--- config.mk ---
export PLATFORM = sky130hd
export DESIGN_NAME = rvq_ctrl
export DESIGN_NICKNAME = d
export VERILOG_FILES = /design/src/sv/rvq_pkg.sv /design/src/sv/rvq_ctrl.sv
export SDC_FILE = /design/constraint.sdc
export NUM_CORES = 1
export LEC_CHECK = 0
export BUFFER_PORTS_ARGS = -buffer_cell sky130_fd_sc_hd__buf_4
export CORE_AREA = 4 4 41 43
export DETAILED_ROUTE_END_ITERATION = 16
export DIE_AREA = 0 0 45 47
export SKIP_CTS_REPAIR_TIMING = 1
export SYNTH_ARGS = -nofsm -noshare
export SYNTH_HDL_FRONTEND = slang
export SYNTH_SLANG_ARGS = --single-unit
--- constraint.sdc ---
create_clock -name clk -period 2.2 [get_ports clk]
set_input_delay 0.11 -clock clk [delete_from_list [all_inputs] [get_ports clk]]
set_output_delay 0.11 -clock clk [all_outputs]
set_load 0.02 [all_outputs]
--- src/sv/rvq_pkg.sv ---
// Shared types, codes and defaults for the variable record ring queue.
`timescale 1ns / 1ps

package rvq_pkg;

	localparam int unsigned QUEUE_DEPTH_DEF    = 16;
	localparam int unsigned MAX_RECORD_LEN_DEF = 32;

	localparam logic [1:0] ACT_PUSH  = 2'd0;
	localparam logic [1:0] ACT_POP   = 2'd1;
	localparam logic [1:0] ACT_CLEAR = 2'd2;

	localparam logic [2:0] KIND_PUSHED   = 3'd0;
	localparam logic [2:0] KIND_FULL     = 3'd1;
	localparam logic [2:0] KIND_TOO_LONG = 3'd2;
	localparam logic [2:0] KIND_POPPED   = 3'd3;
	localparam logic [2:0] KIND_EMPTY    = 3'd4;
	localparam logic [2:0] KIND_CLEARED  = 3'd5;

	typedef struct packed {
		logic [1:0]         action;
		logic signed [31:0] element_value;
		logic               element_last;
	} req_item_t;

	typedef struct packed {
		logic [2:0]         result_kind;
		logic signed [31:0] out_value;
		logic               out_last;
		logic [4:0]         record_count;
	} rsp_item_t;

	typedef struct packed {
		logic push;
		logic clear;
		logic empty;
		logic pop_start;
		logic elem_rd;
		logic elem_emit;
	} rvq_cmd_t;

	typedef struct packed {
		logic count_zero;
		logic rd_done;
		logic emit_last;
		logic out_free;
	} rvq_sts_t;

endpackage

--- src/sv/rvq_ctrl.sv ---
// Controller state machine that sequences pushes, pops and clears of the record queue.
`timescale 1ns / 1ps

module rvq_ctrl
	import rvq_pkg::*;
(
	input  logic      clk,
	input  logic      arst_n,
	input  logic      req_valid,
	output logic      req_ready,
	input  logic [1:0] action,
	input  rvq_sts_t  sts,
	output rvq_cmd_t  cmd
);

	localparam logic ST_IDLE   = 1'b0;
	localparam logic ST_STREAM = 1'b1;

	logic state_q, state_d;
	logic rdv_q, rdv_d;
	logic accept;

	assign req_ready = (state_q == ST_IDLE) && sts.out_free;
	assign accept    = req_valid && req_ready;

	always_comb begin
		cmd     = '0;
		state_d = state_q;
		rdv_d   = rdv_q;
		unique case (state_q)
			ST_IDLE: begin
				if (accept) begin
					case (action)
						ACT_PUSH: begin
							cmd.push = 1'b1;
						end
						ACT_POP: begin
							if (sts.count_zero) begin
								cmd.empty = 1'b1;
							end else begin
								cmd.pop_start = 1'b1;
								state_d       = ST_STREAM;
							end
						end
						ACT_CLEAR: begin
							cmd.clear = 1'b1;
						end
						default: begin
						end
					endcase
				end
			end
			ST_STREAM: begin
				cmd.elem_emit = rdv_q && sts.out_free;
				cmd.elem_rd   = !sts.rd_done && (!rdv_q || cmd.elem_emit);
				if (cmd.elem_rd) begin
					rdv_d = 1'b1;
				end else if (cmd.elem_emit) begin
					rdv_d = 1'b0;
				end
				if (cmd.elem_emit && sts.emit_last) begin
					state_d = ST_IDLE;
				end
			end
			default: begin
				state_d = ST_IDLE;
			end
		endcase
	end

	always_ff @(posedge clk or negedge arst_n) begin
		if (!arst_n) begin
			state_q <= ST_IDLE;
			rdv_q   <= 1'b0;
		end else begin
			state_q <= state_d;
			rdv_q   <= rdv_d;
		end
	end

endmodule

==> results of run 1 <==
-- metrics by stage --
step / instance area [µm²] / hold WS, ns / utilization [%] / instances
2_1_floorplan: 155.1 / -0.1856 / - / 18
3_3_place_gp: 286.5 / -0.1051 / 22.02 / 48
3_5_place_dp: 286.5 / -0.1057 / 22.02 / 48
4_1_cts: 309.0 / -0.3495 / 23.75 / 51
5_1_grt: 319.1 / 0.09610 / 24.52 / 52
6_report: 319.1 / 0.09469 / 24.52 / 52
-- cells in the mapped netlist --
cell type | count | area share [%]
nor3_1 | 2 | 6.5
nor2_1 | 2 | 4.8
inv_1 | 3 | 7.3
nand4bb_1 | 1 | 7.3
and4_1 | 1 | 5.6
nor2b_1 | 1 | 4.0
and3_1 | 1 | 4.0
and2b_1 | 1 | 4.8
o32ai_1 | 1 | 5.6
nand2_1 | 1 | 2.4
and3_2 | 1 | 4.8
o32ai_2 | 1 | 10
dfrtp_1 | 2 | 32
-- cell type report --
cell class / count / area [µm²]
flip-flops and latches: 2 / 50.05
fillers: 147 / 982.2
repair buffers: 16 / 122.6
well taps: 15 / 18.77
multi-input cells: 13 / 93.84
clock buffers: 3 / 22.52
inverters: 3 / 11.26
-- layer usage --
layer  vias up  wire (µm)  global-route usage, %  share of wire (%)
met2         8        248                  8.757                 50
met3         0         55                  4.215                 11
met4         0          0                  5.263                  0
li1        104          -                      -                  -
met5         -          0                      0                  0
met1        96        190                  5.239                 38
-- power by group through the flow --
stage                     registers, µW  logic, µW  clock network (µW)
after global routing               64.9       98.0                95.6
final                              61.9       88.1                81.7
after floorplan                    59.5       53.3                   0
after CTS                          61.8       88.5                87.1
after detailed placement           62.1       88.2                   0
after global placement             61.8       88.3                   0
-- worst max-delay path, delay by kind of cell (launching register included) --
kind	cells	cell delay (ns)
DFF	1	0.39
and+or+nand+nor	2	0.46
buffers and inverters	1	0.17
-- cells by family (layout without fill, tap and decap cells) --
| logic type | count (synthesis) | count (layout) | share of synthesized area (%) |
|---|---|---|---|
| and+or+nand+nor | 11 | 11 | 44.36 |
| buffers and inverters | 3 | 22 | 7.258 |
| AOI/OAI and AO/OA | 2 | 2 | 16.13 |
| DFF | 2 | 2 | 32.26 |
-- state kept, by name (all words and copies together), names as in the netlist --
| signal | cells |
|---|---|
| rdv_q | 1 |
| state_q | 1 |
-- layout by cell type, fill, tap and decap left out, drive strengths merged --
master / count
and2b: 1
nor3: 2
inv: 3
dfrtp: 2
clkbuf: 3
nand2: 1
nor2b: 1
buf: 15
dlygate4sd3: 1
o32ai: 2
and3: 2
nor2: 2
nand4bb: 1
and4: 1
-- final timing paths --
| check | to | slack, ns |
|---|---|---|
| worst min register to register | rdv_q$_DFFE_PN0P_ | 0.55 |
| max in group asynchronous | state_q$_DFF_PN0_ | 1.91 |
| worst min-delay path | rdv_q$_DFFE_PN0P_ | 0.09 |
| worst max register to register | state_q$_DFF_PN0_ | 1.20 |
| min in group asynchronous | rdv_q$_DFFE_PN0P_ | 0.20 |
| worst max-delay path | cmd[2] | 0.84 |
==> impl_metrics.py, run 1 <==
metrics = {
    "outcome": {
        "status": "finished, final reports clean",
    },
    "route": {
        "dr.pass1.iters": 2,
        "routedWlPerCell_um": 9.500,
        "ant_nets": 0,
        "remaining_drc_errors": 0,
        "num_vias": 208,
        "wl_um": 494,
        "initialDrtViolationCount": 3,
        "viasPerCell": 4.000,
    },
    "critical_path": {
        "crit_path_max_fanout": 4,
        "cp.arrival_ns": 1.25,
        "crit_slowest_cell": "dfrtp_1",
        "start_kind": "flop",
        "cp_cell_sequence": "nand4bb_1, nor3_1, buf_4",
        "ff2ff_path_depth": 2,
        "worstSetupEndpointType": "primary output",
        "max_stage_delay_ns": 0.39,
        "critPathKind": "reg -> out",
        "required_ns": 2.09,
        "reg2reg_from": "state_q$_DFF_PN0_",
        "crit_start": "state_q$_DFF_PN0_",
    },
    "timing": {
        "maxSlewViolCount": 0,
        "hold_violations": 0,
        "max_slew_margin_pct": 85.09,
        "tightest_slew_ns": 0.2230,
        "setup_viol": 0,
        "setup_ws_ns": 0.8439,
        "fin_crit_ns": 1.356,
        "rsz0062_at_grt": "no",
        "period_share_pct": 61.64,
        "max_freq_mhz": 737.4,
        "fin_setup_tns_ns": 0,
        "clock_skew_ns": 0.003475,
    },
    "synthesis": {
        "synth_cell_type_count": 13,
        "synth_fp_nets": 27,
        "ys_ff_latch": 2,
        "synth_cells": 18,
        "ys_seq_area_share_pct": 32.26,
        "avgSynthCellArea_um2": 8.619,
        "yosys_warnings": 0,
        "syn_area_um2": 155.1,
    },
    "grt": {
        "grtUsageTotal_pct": 5.850,
        "grt_pass1_vias": 199,
        "antenna_found_initial": 0,
        "grt_pass1_wl_um": 814,
        "overflow": 0,
        "grt_start_max_net_pins": 6,
    },
    "pwr": {
        "seq_power_share_pct": 26.7,
        "p_sw_uw": 74.06,
        "intPower_uw": 157.7,
        "combPwrFrac_pct": 38.0,
        "clkPwrFrac_pct": 35.3,
        "p_sw_share_pct": 31.95,
        "power.leakage_uw": 0.0001665,
        "power_uw": 231.8,
        "vdd_drop_max_mv": 0.3036,
        "p_per_area_nw_per_um2": 726.5,
    },
    "cts": {
        "clock_latency_ns": 0.22,
        "cts_buffers": 3,
        "clk_pin_slew_ns": 0.03,
        "cts.htree.levels": 1,
        "cts_tree": "done",
        "cts.path.max_buffers": 2,
        "root_buffer": "clkbuf_4",
        "numClockSinks": 2,
    },
    "layout": {
        "syn_to_final_growth_pct": 105.6,
        "final_nets": 48,
        "diodes": 0,
        "drive_above_1_share_pct": 54.05,
    },
    "floorplan": {
        "ios": 16,
        "die_y_um": 47,
        "die_w_um": 45,
        "core_area_um2": 1301,
        "dieArea_um2": 2115,
        "start_util_pct": 11.92,
        "row_count": 13,
    },
    "placed_design": {
        "dpl.hpwl_um": 404.1,
        "place_ws_ns": 1.071,
        "gp_congestion": 0.6054,
        "numPortBuffers": 15,
    },
    "job": {
        "drv_cap": 0,
    },
    "min_path": {
        "hold_start": "sts[2]",
        "min_path_type": "in -> reg",
        "min_path_cells": 2,
    },
}
Note: power is estimated with default switching activity, not from simulation.
==> run 2, diff against run 1 <==
==> constraint.sdc (replaced) <==
create_clock -name clk -period 1.2 [get_ports clk]
set_input_delay 0.06 -clock clk [delete_from_list [all_inputs] [get_ports clk]]
set_output_delay 0.06 -clock clk [all_outputs]
set_load 0.02 [all_outputs]
==> impl_metrics.py, run 2 (synthesized netlist as in run 1, its figures left out) <==
metrics = {
    "outcome": {
        "status": "finished with violations",
        "violations": "negative setup slack",
    },
    "timing": {
        "max_slew_margin_pct": 84.29,
        "maxSlewViolCount": 0,
        "tightest_slew_ns": 0.2349,
        "rsz0062_at_grt": "yes",
        "clock_skew_ns": 0.004617,
        "setup_ws_ns": -0.006559,
        "period_share_pct": 100.5,
        "fin_crit_ns": 1.207,
        "max_freq_mhz": 828.8,
        "hold_violations": 0,
        "setup_viol": 1,
    },
    "critical_path": {
        "crit_family": "flip-flops",
        "start_kind": "flop",
        "required_ns": 1.14,
        "crit_slowest_cell": "dfrtp_1",
        "worst-path-buf-inv": 1,
        "crit_path_max_fanout": 4,
        "max_stage_delay_ns": 0.39,
        "cp_cell_sequence": "nand4bb_4, nor3_4, buf_6",
        "worstSetupEndpointType": "primary output",
        "critPathKind": "reg -> out",
        "cp.arrival_ns": 1.15,
    },
    "placed_design": {
        "place_ws_ns": 0.1246,
        "numPortBuffers": 15,
        "dpl.hpwl_um": 402.6,
        "dpl_cell_area_um2": 286.5,
        "gp_congestion": 0.6054,
    },
    "cts": {
        "cts.htree.levels": 1,
        "cts_buffers": 3,
        "numClockSinks": 2,
        "root_buffer": "clkbuf_4",
        "cts_tree": "done",
        "clk_pin_slew_ns": 0.03,
        "clock_latency_ns": 0.23,
        "cts.path.max_buffers": 2,
    },
    "pwr": {
        "power.leakage_uw": 0.0001794,
        "p_per_area_nw_per_um2": 1211,
        "vdd_drop_max_mv": 0.5390,
    },
    "grt": {
        "grt_pass1_vias": 196,
        "grtUsageTotal_pct": 5.929,
        "antenna_found_initial": 0,
        "overflow": 0,
        "grt_start_max_net_pins": 6,
        "grt_pass1_wl_um": 821,
    },
    "layout": {
        "largestRegisters": "rdv_q: 1 flops, state_q: 1 flops",
        "design_area_um2": 372.9,
        "diodes": 0,
        "drive_above_1_share_pct": 65.79,
        "syn_to_final_growth_pct": 140.3,
        "final_nets": 49,
        "layout_commonest_cell": "buf_4",
        "final_cell_mix": "buf_4, inv_1, clkbuf_4, buf_6, dfrtp_1",
    },
    "floorplan": {
        "ios": 16,
        "core_area_um2": 1301,
        "dieArea_um2": 2115,
        "start_util_pct": 11.92,
        "row_count": 13,
        "die_y_um": 47,
        "die_w_um": 45,
    },
    "route": {
        "dr.pass1.iters": 2,
        "viasPerCell": 4.000,
        "ant_nets": 0,
        "remaining_drc_errors": 0,
        "routedWlPerCell_um": 10.19,
        "wl_um": 540,
        "initialDrtViolationCount": 1,
        "num_vias": 212,
    },
    "job": {
        "drv_cap": 0,
    },
    "min_path": {
        "min_path_type": "in -> reg",
    },
}
## run 2: report_power, final
group / internal, µW / switching (µW) / leakage (µW)
Sequential: 94.3 / 19.4 / 0.0000244
Combinational: 100 / 88.1 / 0.000141
Clock: 110 / 39.3 / 0.0000138
## run 2: layer usage
layer	wire, µm	track usage, %
met4	0	5.263
met2	302	8.475
met5	0	0
met1	184	5.923
met3	53	3.831
## run 2: worst paths after layout
path                                        start           endpoint  slack (ns)  depth (start not counted)
worst max-delay path            state_q$_DFF_PN0_             cmd[2]      -0.007                          3
worst min-delay path                       sts[2]  rdv_q$_DFFE_PN0P_        0.06                          2
worst max register to register  state_q$_DFF_PN0_  state_q$_DFF_PN0_        0.11                          3
worst min register to register  rdv_q$_DFFE_PN0P_  rdv_q$_DFFE_PN0P_        0.55                          2
max in group asynchronous                  arst_n  state_q$_DFF_PN0_        0.95                          2
min in group asynchronous                  arst_n  rdv_q$_DFFE_PN0P_        0.15                          2
## run 2: stage by stage
step                setup TNS, ns  cells  util, %  power (µW)  hold slack (ns)
detailed placement              0     48    22.02       275.7          -0.1557
floorplan                       0     18        -       206.7          -0.2356
finish                  -0.006559     53    28.65       451.4          0.05569
global route              -0.3350     53    28.65       501.4          0.05213
global placement                0     48    22.02       275.1          -0.1551
CTS                       -0.2070     51    23.75       435.2          -0.3995
## run 2: final cells by class
| class | instances | area, µm² |
|---|---|---|
| Clock buffer | 3 | 22.52 |
| Inverter | 3 | 11.26 |
| Sequential cell | 2 | 50.05 |
| Fill cell | 149 | 928.4 |
| Timing Repair Buffer | 17 | 141.4 |
| Multi-Input combinational cell | 13 | 128.9 |
| Tap cell | 15 | 18.77 |
